--- src/rtl/cif_pkg.sv ---
// Shared types, sizes and codes for the 3x3 image convolution filter.
// No dependencies; every other file in rtl/ imports this package.
`default_nettype none

package cif_pkg;

	localparam int SAMPLE_BITS = 16;
	localparam int FIELD_BITS = 16;
	localparam int MAX_WIDTH = 2048;

	localparam int COL_W = $clog2(MAX_WIDTH);
	localparam int WIDTH_W = 12;
	localparam int HEIGHT_W = 13;
	// Draining runs the row position up to one past the height, so it needs an extra bit.
	localparam int ROW_W = HEIGHT_W + 1;
	localparam int CH_W = 2;

	localparam int LS_DEPTH = MAX_WIDTH * 3;
	localparam int LS_ADDR_W = $clog2(LS_DEPTH);

	// Blur divides the nine-sample sum by nine with a rounded-up reciprocal.
	localparam int SUM_W = SAMPLE_BITS + 4;
	localparam int LAP_W = SAMPLE_BITS + 4;
	localparam int RECIP_SHIFT = SUM_W + 4;
	localparam int RECIP_W = RECIP_SHIFT - 3;
	localparam int PROD_W = SUM_W + RECIP_W;
	localparam logic [RECIP_W-1:0] RECIP = RECIP_W'((2 ** RECIP_SHIFT + 8) / 9);

	localparam int CFG_IDX_W = 3;
	localparam int CFG_DATA_W = 16;

	localparam logic [CFG_IDX_W-1:0] CFG_FRAME_WIDTH = 3'd0;
	localparam logic [CFG_IDX_W-1:0] CFG_FRAME_HEIGHT = 3'd1;
	localparam logic [CFG_IDX_W-1:0] CFG_MAX_VALUE = 3'd2;
	localparam logic [CFG_IDX_W-1:0] CFG_FILTER_MODE = 3'd3;
	localparam logic [CFG_IDX_W-1:0] CFG_COLOR_MODE = 3'd4;

	localparam logic [1:0] MODE_BLUR = 2'd0;
	localparam logic [1:0] MODE_LAPLACE = 2'd1;
	localparam logic [1:0] MODE_SHARPEN = 2'd2;
	localparam logic [1:0] MODE_ZERO = 2'd3;

	localparam logic REQ_PUSH = 1'b0;
	localparam logic REQ_DRAIN = 1'b1;

	localparam logic [WIDTH_W-1:0] WIDTH_RST = 12'd640;
	localparam logic [HEIGHT_W-1:0] HEIGHT_RST = 13'd480;
	localparam logic [15:0] MAX_VALUE_RST = 16'd255;

	typedef logic [SAMPLE_BITS-1:0] sample_t;

	typedef struct packed {
		logic req_type;
		logic [FIELD_BITS-1:0] pixel_value;
	} in_item_t;

	typedef struct packed {
		logic [FIELD_BITS-1:0] filtered_value;
		logic frame_last;
	} out_item_t;

	typedef struct packed {
		sample_t top;
		sample_t mid;
		sample_t bot;
	} col_t;

	typedef struct packed {
		col_t left;
		col_t center;
		col_t right;
	} win_t;

	typedef struct packed {
		logic top_ok;
		logic bot_ok;
		logic left_ok;
		logic right_ok;
	} win_mask_t;

	typedef struct packed {
		sample_t upper;
		sample_t middle;
	} ls_word_t;

endpackage

`default_nettype wire

--- src/rtl/cif_window.sv ---
// Per-channel 3x3 window columns and border masking for the filter.
// Holds the two most recent columns of each channel. Depends on cif_pkg.
`default_nettype none

module cif_window (
	input  wire logic                  clk,
	input  wire logic                  shift_en,
	input  wire logic [cif_pkg::CH_W-1:0] chan,
	input  cif_pkg::col_t              new_col,
	input  cif_pkg::win_mask_t         mask,
	output cif_pkg::win_t              win
);
	import cif_pkg::*;

	col_t col1_q [3];
	col_t col2_q [3];

	function automatic col_t mask_col(input col_t c, input logic keep, input win_mask_t m);
		col_t r;
		r.top = (keep && m.top_ok) ? c.top : '0;
		r.mid = keep ? c.mid : '0;
		r.bot = (keep && m.bot_ok) ? c.bot : '0;
		return r;
	endfunction

	always_ff @(posedge clk) begin
		if (shift_en) begin
			col1_q[chan] <= col2_q[chan];
			col2_q[chan] <= new_col;
		end
	end

	// The center pixel is always the previous column of this channel; the
	// newest column is its right neighbor and exists only inside a row.
	always_comb begin
		win.left = mask_col(col1_q[chan], mask.left_ok, mask);
		win.center = mask_col(col2_q[chan], 1'b1, mask);
		win.right = mask_col(new_col, mask.right_ok, mask);
	end

endmodule

`default_nettype wire

--- config.mk ---
export PLATFORM = sky130hd
export DESIGN_NAME = cif_window
export DESIGN_NICKNAME = d
export VERILOG_FILES = /design/src/rtl/cif_pkg.sv /design/src/rtl/cif_window.sv
export SDC_FILE = /design/constraint.sdc
export NUM_CORES = 1
export LEC_CHECK = 0
export BUFFER_PORTS_ARGS = -buffer_cell sky130_fd_sc_hd__buf_4
export CAP_MARGIN = 30
export CORE_UTILIZATION = 30
export DETAILED_ROUTE_END_ITERATION = 16
export HOLD_SLACK_MARGIN = 0.06
export PLACE_DENSITY_LB_ADDON = 0.08
export SETUP_SLACK_MARGIN = 0.5
export SYNTH_ARGS = -nofsm -noshare
export SYNTH_HDL_FRONTEND = slang
export SYNTH_SLANG_ARGS = --single-unit
--- constraint.sdc ---
create_clock -name clk -period 8.35 [get_ports clk]
set_input_delay 0.4175 -clock clk [delete_from_list [all_inputs] [get_ports clk]]
set_output_delay 0.4175 -clock clk [all_outputs]
set_load 0.005 [all_outputs]
* Yosys cells after proc, flatten, opt, wreduce, memory -nomap -nowiden
Memories as Yosys holds them, arrays and structs flattened.
Index checks and enable logic that the tools add are counted.
W data, S select, Z words.
** Word-level totals
- Input port bits :: 56
- Logic and storage cells :: 16
- Output and inout port bits :: 144
- Memories kept :: 2
- Bits in registers :: 0
- RAM bits :: 288
** Memory list
- col1_q :: depth 3, width 48, rd ports 1, clocked after memory_dff 0, wr ports 1, line cif_window.sv:15 : col_t col1_q [3];
- col2_q :: depth 3, width 48, rd ports 1, clocked after memory_dff 0, wr ports 1, line cif_window.sv:16 : col_t col2_q [3];
** Operators by class
- Reductions and logical operators :: 4
- Multiplexer cells :: 10
** Operator list (number)
- $mux W16 :: 8
- $logic_and A1 B1 Y1 :: 4
- $mux W1 :: 2

* Longest topological paths before layout
- Word-level depth :: 2
- Mapped depth :: 5
- Depth with buffers taken out :: 2

* Worst setup path before layout
No wires, ideal clock.
- Path type :: input -> register
- Start point :: input port chan[1] (netlist name)
- End point :: memory col1_q[0][0] (netlist name), enable pin
- Path slack :: -0.162 ns
- Arrival :: 7.825 ns
- Cell stages on the path :: 4
- Setup time :: 0.687 ns
- Data required time :: 7.663 ns
- Path buffers :: 3
- Cells stage by stage :: buf_4 -> buf_4 -> buf_4 -> nor3b_1
** RTL lines
- start: declaration :: line cif_window.sv:8 : input wire logic [cif_pkg::CH_W-1:0] chan,
- end: declaration :: line cif_window.sv:15
Straight into the memory's write port.

==> flow_metrics.env <==
export IMPL_period_needed_ps=2970
export IMPL_peakVddDrop_v=0.000105
export IMPL_synth_cells=713
export IMPL_async_flop_share=0
export IMPL_yosysWarnings=0
export IMPL_power_frac_seq=0.509
export IMPL_postPlaceCellArea_mm2=0.0136
export IMPL_rows=71
export IMPL_cts_tree="done"
export IMPL_swShare=0.217
export IMPL_end_kind="primary output"
export IMPL_pre_cts_ws_ps=4890
export IMPL_grt_overflow=0
export IMPL_crit_fanout=60
export IMPL_finalMaxSlewViolations=0
export IMPL_drt_initial_drc_count=307
export IMPL_io_buffers=199
export IMPL_clkTransAtPathRegs_ps=60
export IMPL_intPower_mw=2.57
export IMPL_synth_area_leaders="edfxtp_1, mux2i_1, a211oi_1"
export IMPL_finalSetupViolCount=0
export IMPL_synth_edf_count=288
export IMPL_firstDrtPassIters=4
export IMPL_gp_congestion=0.668
export IMPL_grt_total_usage=0.141
export IMPL_final_area_mm2=0.0146
export IMPL_synth_nets=769
export IMPL_root_buffer="clkbuf_16"
export IMPL_coreArea_mm2=0.0379
export IMPL_fin_crit_sh=0.356
export IMPL_drtAntennaViolNets=0
export IMPL_crit_chain="buf_4 > inv_4 > buf_4 > a211oi_1 > buf_4"
export IMPL_p_sw_mw=0.709
export IMPL_hpwl_um=16400
export IMPL_die_width_um=199
export IMPL_max_stage_delay_ps=510
export IMPL_cts_sinks=288
export IMPL_synthDominantCellAreaShare=0.741
export IMPL_die_area_mm2=0.0397
export IMPL_cts_hold_buf=0
export IMPL_drc=0
export IMPL_fin_setup_tns_ps=0
export IMPL_fillCellCount=3631
export IMPL_drv_cap=0
export IMPL_avgSynthCellArea_um2=16.4
export IMPL_synth_ff_type="edfxtp_1"
export IMPL_fp_dieH_um=199
export IMPL_worstMarginPinSlew_ps=901
export IMPL_drive_gt1_frac=0.273
export IMPL_drt_total_wl_um=28200
export IMPL_hold_viol=0
export IMPL_cts_resized=0
export IMPL_max_slew_margin=0.399
export IMPL_ys_ff_latch=288
export IMPL_crit_required_ps=7930
export IMPL_grt_pass1_wl_um=41200
export IMPL_yosys_top_cells_count="edfxtp_1, mux2i_1, a211oi_1, nor2b_1, and3_1"
export IMPL_antenna_cells=0
export IMPL_clkPwrFrac=0.409
export IMPL_syn_area_mm2=0.0117
export IMPL_grt_pass1_vias=6534
export IMPL_max_freq_mhz=336
export IMPL_nets=966
export IMPL_post_cts_buffers=0
export IMPL_slowest_stage="a211oi_1"
export IMPL_h_tree_depth=2
export IMPL_numCtsBuffers=34
export IMPL_layout_setup_ws_ps=5380
export IMPL_clock_latency_ps=500
export IMPL_fin_skew_ps=18.6
export IMPL_crit_family="buffers and inverters"
export IMPL_rrSetupSlack_ps=7130
export IMPL_antenna_found_initial=0
export IMPL_startpoint_type="primary input"
export IMPL_leakagePower_nw=5.40
export IMPL_yosysTopAreaCell="edfxtp_1"
export IMPL_ys_seq_area_frac=0.741
export IMPL_outcome="finished clean"
export IMPL_cp_arrival_ps=2560
export IMPL_comb_power_share=0.082
export IMPL_hp_class="in -> reg"
export IMPL_avgRoutedWirePerCell_um=19.5
export IMPL_dr_total_vias=6649
export IMPL_path_class="in -> out"
export IMPL_path_common_cell="buf_4"
export IMPL_path_buf_inv=4
export IMPL_power_density_mw_per_mm2=225
export IMPL_yosysMostFrequentCell="edfxtp_1"
export IMPL_clockBufferDepth=3
export IMPL_start_util=0.308
export IMPL_syn2layout_area_growth_pct=25.1
export IMPL_via_per_inst=4.61
export IMPL_grt_max_degree=61
export IMPL_yosys_cell_types_count=18
export IMPL_rsz0062_at_grt="false"
export IMPL_io_pins=200
## sequential cells by signal (all words and copies together) (netlist names)
register / flops
col2_q: 144
col1_q: 144
## power groups by stage
stage / combinational (mW) / sequential [mW] / clock, mW
CTS: 0.277 / 1.67 / 1.38
detailed placement: 0.277 / 1.70 / 0
global route: 0.296 / 1.67 / 1.44
floorplan: 0.135 / 1.70 / 0
global placement: 0.276 / 1.70 / 0
finish: 0.268 / 1.67 / 1.34
## cell usage in the layout, fill, tap and decap left out
cell type	netlist	layout
edfxtp_1	288	288
buf_4	3	207
mux2i_1	96	96
nor2b_1	80	80
a211oi_1	80	80
clkbuf_16	0	37
a21oi_1	32	32
and3_1	33	32
nand2_1	19	19
o21ai_0	16	16
and2_1	16	16
clkinv_1	0	8
clkbuf_1	21	7
clkinv_2	0	5
inv_1	3	3
inv_4	0	1
and3_4	0	1
nor2_4	0	1
nor3b_4	0	1
buf_6	14	1
## final timing paths
| kind | startpoint | end | cells past startpoint |
|---|---|---|---|
| max reg2reg | col2_q[0][31] | col1_q[2][31] | 2 |
| min reg2reg | col2_q[2][19] | col1_q[2][19] | 2 |
| min | new_col[25] | col2_q[2][25] | 1 |
| max | chan[1] | win[49] | 5 |
## layout make-up
class,count,area (um^2),share of cell area
Inverter,4,17.5,0.00120
Tap cell,511,639,0.0438
Clock buffer,44,952,0.0652
Timing Repair Buffer,208,1570,0.107
Sequential cell,288,8650,0.593
Multi-Input combinational cell,374,2720,0.186
Clock inverter,13,55.1,0.00377
## kinds of logic (layout without fill, tap and decap cells)
kind of cell           after synthesis  in the layout  synth area share
AND/OR/NAND/NOR                    150            150            0.0762
multiplexers                        96             96            0.0824
buffers and inverters               51            269            0.0282
AO/OA/AOI/OAI                      128            128            0.0721
flip-flops                         288            288             0.741
## metrics by stage
step / std cells / utilization / hold WS, ps / total power, mW
5_1_grt: 1442 / 0.385 / 88.3 / 3.41
3_5_place_dp: 1385 / 0.358 / 623 / 1.98
6_report: 1442 / 0.385 / 112 / 3.28
3_3_place_gp: 1385 / 0.358 / 622 / 1.97
4_1_cts: 1442 / 0.385 / 90.1 / 3.33
2_1_floorplan: 713 / - / 516 / 1.84
## routing by layer
| layer | vias up | wire, um | global-route usage |
|---|---|---|---|
| li1 | 3163 | - | - |
| met1 | 3294 | 13200 | 0.194 |
| met2 | 156 | 13400 | 0.226 |
| met3 | 36 | 1080 | 0.0257 |
| met4 | 0 | 503 | 0.0413 |
| met5 | - | 0 | 0 |
No activity file was read; power rests on OpenSTA's default activity.
