`src/rtl/cif_pkg.sv`:
```
// Shared types, sizes and codes for the 3x3 image convolution filter.
// No dependencies; every other file in rtl/ imports this package.
`default_nettype none

package cif_pkg;

	localparam int SAMPLE_BITS = 16;
	localparam int FIELD_BITS = 16;
	localparam int MAX_WIDTH = 2048;

	localparam int COL_W = $clog2(MAX_WIDTH);
	localparam int WIDTH_W = 12;
	localparam int HEIGHT_W = 13;
	// Draining runs the row position up to one past the height, so it needs an extra bit.
	localparam int ROW_W = HEIGHT_W + 1;
	localparam int CH_W = 2;

	localparam int LS_DEPTH = MAX_WIDTH * 3;
	localparam int LS_ADDR_W = $clog2(LS_DEPTH);

	// Blur divides the nine-sample sum by nine with a rounded-up reciprocal.
	localparam int SUM_W = SAMPLE_BITS + 4;
	localparam int LAP_W = SAMPLE_BITS + 4;
	localparam int RECIP_SHIFT = SUM_W + 4;
	localparam int RECIP_W = RECIP_SHIFT - 3;
	localparam int PROD_W = SUM_W + RECIP_W;
	localparam logic [RECIP_W-1:0] RECIP = RECIP_W'((2 ** RECIP_SHIFT + 8) / 9);

	localparam int CFG_IDX_W = 3;
	localparam int CFG_DATA_W = 16;

	localparam logic [CFG_IDX_W-1:0] CFG_FRAME_WIDTH = 3'd0;
	localparam logic [CFG_IDX_W-1:0] CFG_FRAME_HEIGHT = 3'd1;
	localparam logic [CFG_IDX_W-1:0] CFG_MAX_VALUE = 3'd2;
	localparam logic [CFG_IDX_W-1:0] CFG_FILTER_MODE = 3'd3;
	localparam logic [CFG_IDX_W-1:0] CFG_COLOR_MODE = 3'd4;

	localparam logic [1:0] MODE_BLUR = 2'd0;
	localparam logic [1:0] MODE_LAPLACE = 2'd1;
	localparam logic [1:0] MODE_SHARPEN = 2'd2;
	localparam logic [1:0] MODE_ZERO = 2'd3;

	localparam logic REQ_PUSH = 1'b0;
	localparam logic REQ_DRAIN = 1'b1;

	localparam logic [WIDTH_W-1:0] WIDTH_RST = 12'd640;
	localparam logic [HEIGHT_W-1:0] HEIGHT_RST = 13'd480;
	localparam logic [15:0] MAX_VALUE_RST = 16'd255;

	typedef logic [SAMPLE_BITS-1:0] sample_t;

	typedef struct packed {
		logic req_type;
		logic [FIELD_BITS-1:0] pixel_value;
	} in_item_t;

	typedef struct packed {
		logic [FIELD_BITS-1:0] filtered_value;
		logic frame_last;
	} out_item_t;

	typedef struct packed {
		sample_t top;
		sample_t mid;
		sample_t bot;
	} col_t;

	typedef struct packed {
		col_t left;
		col_t center;
		col_t right;
	} win_t;

	typedef struct packed {
		logic top_ok;
		logic bot_ok;
		logic left_ok;
		logic right_ok;
	} win_mask_t;

	typedef struct packed {
		sample_t upper;
		sample_t middle;
	} ls_word_t;

endpackage

`default_nettype wire

```
`src/rtl/cif_kernel.sv`:
```
// Kernel arithmetic for the 3x3 filter: sums, divide by nine, clamp, output register.
// Three pipeline stages plus the output register. Depends on cif_pkg.
`default_nettype none

module cif_kernel (
	input  wire logic        clk,
	input  wire logic        arst_n,
	input  wire logic        in_valid,
	output logic             in_ready,
	input  cif_pkg::win_t    win,
	input  wire logic        in_last,
	input  wire logic [1:0]  mode,
	input  wire logic [15:0] max_value,
	output logic             out_valid,
	input  wire logic        out_ready,
	output cif_pkg::out_item_t out_data
);
	import cif_pkg::*;

	logic v_s2, v_s3, v_s4;
	logic space_o, space4, space3;

	win_t win_s2;
	logic last_s2, last_s3, last_s4;
	logic [SUM_W-1:0] sum_s3;
	logic [LAP_W-1:0] lap_s3, lap_s4;
	sample_t quo_s4;

	logic [SUM_W-1:0] sum9, nb4, ctr4, ctr_k;
	logic [LAP_W-1:0] lap;
	logic [PROD_W-1:0] prod;
	logic [15:0] res;
	out_item_t out_q;
	logic out_valid_q;

	assign space_o = !out_valid_q || out_ready;
	assign space4 = !v_s4 || space_o;
	assign space3 = !v_s3 || space4;
	assign in_ready = !v_s2 || space3;

	always_comb begin
		sum9 = SUM_W'(win_s2.left.top) + SUM_W'(win_s2.left.mid) + SUM_W'(win_s2.left.bot)
			+ SUM_W'(win_s2.center.top) + SUM_W'(win_s2.center.mid)
			+ SUM_W'(win_s2.center.bot) + SUM_W'(win_s2.right.top)
			+ SUM_W'(win_s2.right.mid) + SUM_W'(win_s2.right.bot);
		nb4 = SUM_W'(win_s2.left.mid) + SUM_W'(win_s2.right.mid)
			+ SUM_W'(win_s2.center.top) + SUM_W'(win_s2.center.bot);
		ctr4 = SUM_W'(win_s2.center.mid) << 2;
		ctr_k = (mode == MODE_SHARPEN) ? ctr4 + SUM_W'(win_s2.center.mid) : ctr4;
		// The difference always fits, so the top bit serves as the sign.
		lap = LAP_W'(ctr_k - nb4);
	end

	assign prod = PROD_W'(sum_s3) * PROD_W'(RECIP);

	always_comb begin
		unique case (mode)
			MODE_BLUR: begin
				res = (16'(quo_s4) > max_value) ? max_value : 16'(quo_s4);
			end
			MODE_LAPLACE, MODE_SHARPEN: begin
				if (lap_s4[LAP_W-1]) begin
					res = '0;
				end else if (lap_s4[LAP_W-2:0] > (LAP_W-1)'(max_value)) begin
					res = max_value;
				end else begin
					res = 16'(lap_s4[LAP_W-2:0]);
				end
			end
			MODE_ZERO: begin
				res = '0;
			end
			default: begin
				res = '0;
			end
		endcase
	end

	always_ff @(posedge clk or negedge arst_n) begin
		if (!arst_n) begin
			v_s2 <= 1'b0;
			v_s3 <= 1'b0;
			v_s4 <= 1'b0;
			out_valid_q <= 1'b0;
		end else begin
			if (in_ready) begin
				v_s2 <= in_valid;
			end
			if (space3) begin
				v_s3 <= v_s2;
			end
			if (space4) begin
				v_s4 <= v_s3;
			end
			if (space_o) begin
				out_valid_q <= v_s4;
			end
		end
	end

	always_ff @(posedge clk) begin
		if (in_ready && in_valid) begin
			win_s2 <= win;
			last_s2 <= in_last;
		end
		if (space3 && v_s2) begin
			sum_s3 <= sum9;
			lap_s3 <= lap;
			last_s3 <= last_s2;
		end
		if (space4 && v_s3) begin
			quo_s4 <= prod[RECIP_SHIFT +: SAMPLE_BITS];
			lap_s4 <= lap_s3;
			last_s4 <= last_s3;
		end
		if (space_o && v_s4) begin
			out_q.filtered_value <= FIELD_BITS'(res);
			out_q.frame_last <= last_s4;
		end
	end

	assign out_valid = out_valid_q;
	assign out_data = out_q;

endmodule

`default_nettype wire

```
`config.mk`:
```
export PLATFORM = sky130hd
export DESIGN_NAME = cif_kernel
export DESIGN_NICKNAME = d
export VERILOG_FILES = /design/src/rtl/cif_pkg.sv /design/src/rtl/cif_kernel.sv
export SDC_FILE = /design/constraint.sdc
export NUM_CORES = 1
export LEC_CHECK = 0
export BUFFER_PORTS_ARGS = -buffer_cell sky130_fd_sc_hd__buf_2
export CAP_MARGIN = 20
export CORE_ASPECT_RATIO = 1.1
export CORE_MARGIN = 1.5
export CORE_UTILIZATION = 45
export CTS_CLUSTER_SIZE = 28
export DETAILED_ROUTE_END_ITERATION = 16
export PLACE_DENSITY = 0.66
export SYNTH_ARGS = -nofsm -noshare
export SYNTH_HDL_FRONTEND = slang
export SYNTH_SLANG_ARGS = --single-unit
```
`constraint.sdc`:
```
create_clock -name clk -period 6 [get_ports clk]
set_input_delay 1.2 -clock clk [delete_from_list [all_inputs] [get_ports clk]]
set_output_delay 1.2 -clock clk [all_outputs]
set_load 0.01 [all_outputs]
```
* Yosys cells after proc, flatten, opt, wreduce, memory -nomap -nowiden *
Index checks and enable logic that the tools add are counted.

storage, ports and cells
  register bits after elaboration = 244
  logic and storage cells = 60

operators by class
  $add $sub $neg = 13
  multipliers = 1
  $lt $le $gt $ge = 2
  equality and inequality tests = 3
  mux-type cells = 5
  reduce and logical (&&, ||, !) cells = 14

operator list
  cell                                                                   count
  20-bit by 16-bit adder with 20-bit output                              4
  18-bit by 16-bit adder with 19-bit output                              3
  16-bit two-way mux                                                     3
  16-bit case mux with 3 select lines                                    1
  20-bit by 18-bit multiplier with 37-bit output, second input constant  1
  17-bit by 16-bit adder with 18-bit output                              2
  16-bit by 16-bit adder with 17-bit output                              2
  19-bit by 16-bit adder with 20-bit output                              1
  19-bit by 19-bit subtractor with 20-bit output                         1
  19-bit by 16-bit > comparator with 1-bit output                        1
  19-bit two-way mux                                                     1
  16-bit > comparator                                                    1
  2-bit equality test, second input constant                             2
  1-bit logical AND                                                      4
  1-bit zero test                                                        4
  1-bit logical OR                                                       4
  2-bit by 1-bit equality test with 1-bit output, second input constant  1
  2-bit zero test                                                        1
  2-bit OR reduction                                                     1

* Longest topological paths before layout *
  depth after elaboration = 8
  depth in mapped cells = 20
  depth with buffers taken out = 20

* Least setup slack after synthesis *
No wires, ideal clock.

  path type = reg-to-reg
  from = register sum_s3[7]
  to = register quo_s4[9], data pin
  setup time = 0.137 ns
  arrival time = 5.455 ns
  data required time = 5.863 ns
  setup slack = 0.408 ns
  stages on the path, launching flop included = 20
  path buffers = 0
  period minus slack after synthesis = 5.592 ns
  cells stage by stage = edfxtp_1 -> fa_1 -> ha_1 -> inv_1 -> fa_1 -> inv_1 -> fa_1 -> fa_1 -> inv_1 -> fa_1 -> inv_1 -> ha_1 -> and4_1 -> nand3_1 -> nand3_1 -> a211o_1 -> o21ai_1 -> a21boi_1 -> or4_1 -> nand4_1

on the way
  longest elaborated chain between the ends = 1

RTL lines
  what                                            line               text
  start, declared                                 cif_kernel.sv:25   logic [SUM_W-1:0] sum_s3;
  start signal, assigned                          cif_kernel.sv:107  sum_s3 <= sum9;
  20-bit by 18-bit multiplier with 37-bit output  cif_kernel.sv:54   assign prod = PROD_W'(sum_s3) * PROD_W'(RECIP);
  named net prod[33]                              cif_kernel.sv:31   logic [PROD_W-1:0] prod;
  end signal, assigned                            cif_kernel.sv:112  quo_s4 <= prod[RECIP_SHIFT +: SAMPLE_BITS];
  end, declared                                   cif_kernel.sv:27   sample_t quo_s4;

The timed path passes the listed nets, and every way through them passes these cells.
A chain may end at the register's enable or synchronous reset.

* Worst setup path in the final report *
  from = register sum_s3[14]
  to = register quo_s4[15], data pin

Same word-level chain as after synthesis.

==> impl_metrics.ini <==
[outcome]
status = finished clean

[drt]
ant_nets = 0
drcViolationCount = 0
vias = 11500
routedWlPerCell_um = 17.9
first_iter_violations = 500
dr.pass1.iters = 5
wirelength_mm = 40.6
viasPerCell = 5.04

[finish]
layout.nets = 2329
fillers = 3604
diodes = 0
drive_above_1_share_pct = 17.2
fin_cells = 2272
area_growth_syn_to_layout_pct = 15.1

[synthesis]
synth_mux_area_share_pct = 0.624
synth-edff-count = 240
synthTopCellsByCount = 248 x fa_1, 240 x edfxtp_1, 229 x ha_1, 229 x inv_1, 50 x a21oi_1
synth_top_family_by_area = adder cells
synthAdderAreaFrac_pct = 40.7
synth_compound_area_share_pct = 8.18
synth.avg_cell_area_um2 = 13.3
synth_ff_type = edfxtp_1
async_flop_share_pct = 1.64
synth-seq-cells = 244
syn-num-nets = 2088
synth.distinct_cells = 62
yosys_warnings = 0
synthXorXnorAreaFrac_pct = 2.73
synth.top_cell.area_share_pct = 37.5
synth_area_leaders = edfxtp_1 37%, fa_1 26%, ha_1 15%
yosysMostFrequentCell = fa_1
synth_top_area_cell = edfxtp_1
yosys.area_share.simple_pct = 5.16
post_synth_inst_count = 1444
yosysSeqAreaShare_pct = 38.0
synthesis.area_um2 = 19200

[worst_hold_path]
min_from = lap_s3[4]
hold_class = reg -> reg

[placement]
gp_congestion = 0.875
place_inst = 2205
io_buffer_count = 185
dp_hpwl_mm = 34.6

[cts]
clkTransAtPathRegs_ns = 0.06
holdBufCountCts = 0
clockBufferDepth = 3
cts_tree = done
clock-root-buffer = clkbuf_16
clk_latency_ns = 0.57
numCtsBuffers = 28
cts.sinks = 244
h-tree-depth = 1

[timing]
setup_viol = 0
finalHoldViolations = 0
slew_viol_final = 0
clock_skew_ns = 0.0125
fin_crit_sh_pct = 98.2
min_period_ns = 5.89
slew_headroom_pct = 35.7
tightest_slew_ns = 0.964
fmax_mhz = 170

[floorplanning]
core_um2 = 42200
die_h_um = 220
io_pins = 186
die_w_um = 200
row_count = 79
die-area_um2 = 44000
initial_core_util_pct = 45.6

[critical_path]
critPathLaunch = sum_s3[14]
crit_path_end_kind = flip-flop
worst_ep_arrival_time_ns = 6.17
setup.worst_path.end = quo_s4[15]
reg2reg_from = sum_s3[14]
cp_max_fo = 4
r2r-end = quo_s4[15]
reg2reg_slack_ns = 0.11
reg2regPathDepth = 17
crit_type = reg -> reg
cp.required_ns = 6.28
cp-start-kind = flip-flop

[global_routing]
grt_pass1_wl_mm = 64.2
grt_use_total_pct = 18.7
overflow = 0
grt_pass1_vias = 12300
grt_max_degree = 75
antenna_found_initial = 0

[flow_run]
maxCapViolations = 0
per-stage QoR:
stage | setup TNS [ns] | util, % | hold WS [ns] | instance area [um^2] | setup slack [ns]
2_1_floorplan | 0 | - | 0.400 | 19200 | 0.408
3_3_place_gp | 0 | 49.7 | 0.404 | 21000 | 0.0946
3_5_place_dp | 0 | 49.7 | 0.409 | 21000 | 0.00987
4_1_cts | 0 | 51.9 | 0.399 | 21900 | 0.00134
5_1_grt | -0.0460 | 52.5 | 0.409 | 22100 | -0.0460
6_report | 0 | 52.5 | 0.416 | 22100 | 0.111
layer usage:
metal  vias to the layer above  global-route usage (%)  routed length, um
met2                       230                    33.8              20700
met5                         -                       0                  0
met4                         0                    4.97                912
met1                      5641                    23.9              17600
met3                        52                    2.20               1410
li1                       5533                       -                  -
worst max-delay path, cell delays in order, from the launching register on:
cell      delay (ns)
edfxtp_1        0.51
fa_1            0.56
ha_1            0.35
fa_1            0.52
fa_1            0.45
fa_1            0.54
inv_1           0.05
fa_1            0.54
inv_1           0.05
ha_1            0.30
and3_4          0.17
a221oi_2        0.25
nor2b_1         0.07
a211o_1         0.30
o211ai_1        0.33
a31oi_2         0.19
nor4_1          0.32
a311oi_1        0.10
cell families (layout without fill, tap and decap cells):
logic type               after synthesis  count (layout)
adder cells (fa/ha/maj)              477             477
AND/OR/NAND/NOR                      194             194
flip-flops                           244             244
AO/OA/AOI/OAI                        220             220
XOR/XNOR                              60              60
buffers and inverters                237             498
multiplexers                          12              12
area by class of cell:
type                            count  area, um^2  share of cell area (%)
Multi-Input combinational cell    963       11200                    50.5
Sequential cell                   244        7310                    33.0
Timing Repair Buffer              219        1180                    5.35
Inverter                          229         860                    3.88
Tap cell                          567         709                    3.20
Clock buffer                       30         708                    3.20
Clock inverter                     20         191                   0.864
what timing repair did:
action                     in CTS  in global routing
setup endpoints to repair       1                  9
setup buffers                   0                 17
gates resized for setup         1                 21
pin swaps                       0                 19
worst min path at each step:
| stage | end | slack (ns) | depth (start not counted) |
|---|---|---|---|
| floorplan | lap_s4[0] | 0.40 | 0 |
| global placement | lap_s4[2] | 0.40 | 0 |
| detailed placement | lap_s4[1] | 0.41 | 0 |
| CTS | v_s2 | 0.40 | 1 |
| global route | out_valid | 0.41 | 1 |
| finish | lap_s4[4] | 0.42 | 0 |
layout by cell type, fill, tap and decap left out, types with 13 or more instances in the layout:
| cell type | count |
|---|---|
| a21o_1 | 43 |
| a21oi_1 | 50 |
| a221o_1 | 17 |
| and2_1 | 20 |
| buf_2 | 185 |
| buf_4 | 33 |
| clkbuf_16 | 28 |
| edfxtp_1 | 240 |
| fa_1 | 241 |
| ha_1 | 220 |
| inv_1 | 229 |
| nand2_1 | 33 |
| nand3_1 | 23 |
| nor2_1 | 42 |
| nor2b_1 | 13 |
| nor3_1 | 17 |
| o21ai_0 | 19 |
| o21ai_1 | 13 |
| xnor2_1 | 38 |
| xor2_1 | 22 |
sequential cells by signal, indices dropped and copies added (netlist names), 16 cells and up:
register / cells
lap_s3: 20
lap_s4: 20
quo_s4: 16
win_s2: 128
sum_s3: 20
ctr4: 16
out_data: 17
Power is not shown: default switching activity piles up to over one toggle a cycle in this logic, so the estimate is an artifact.
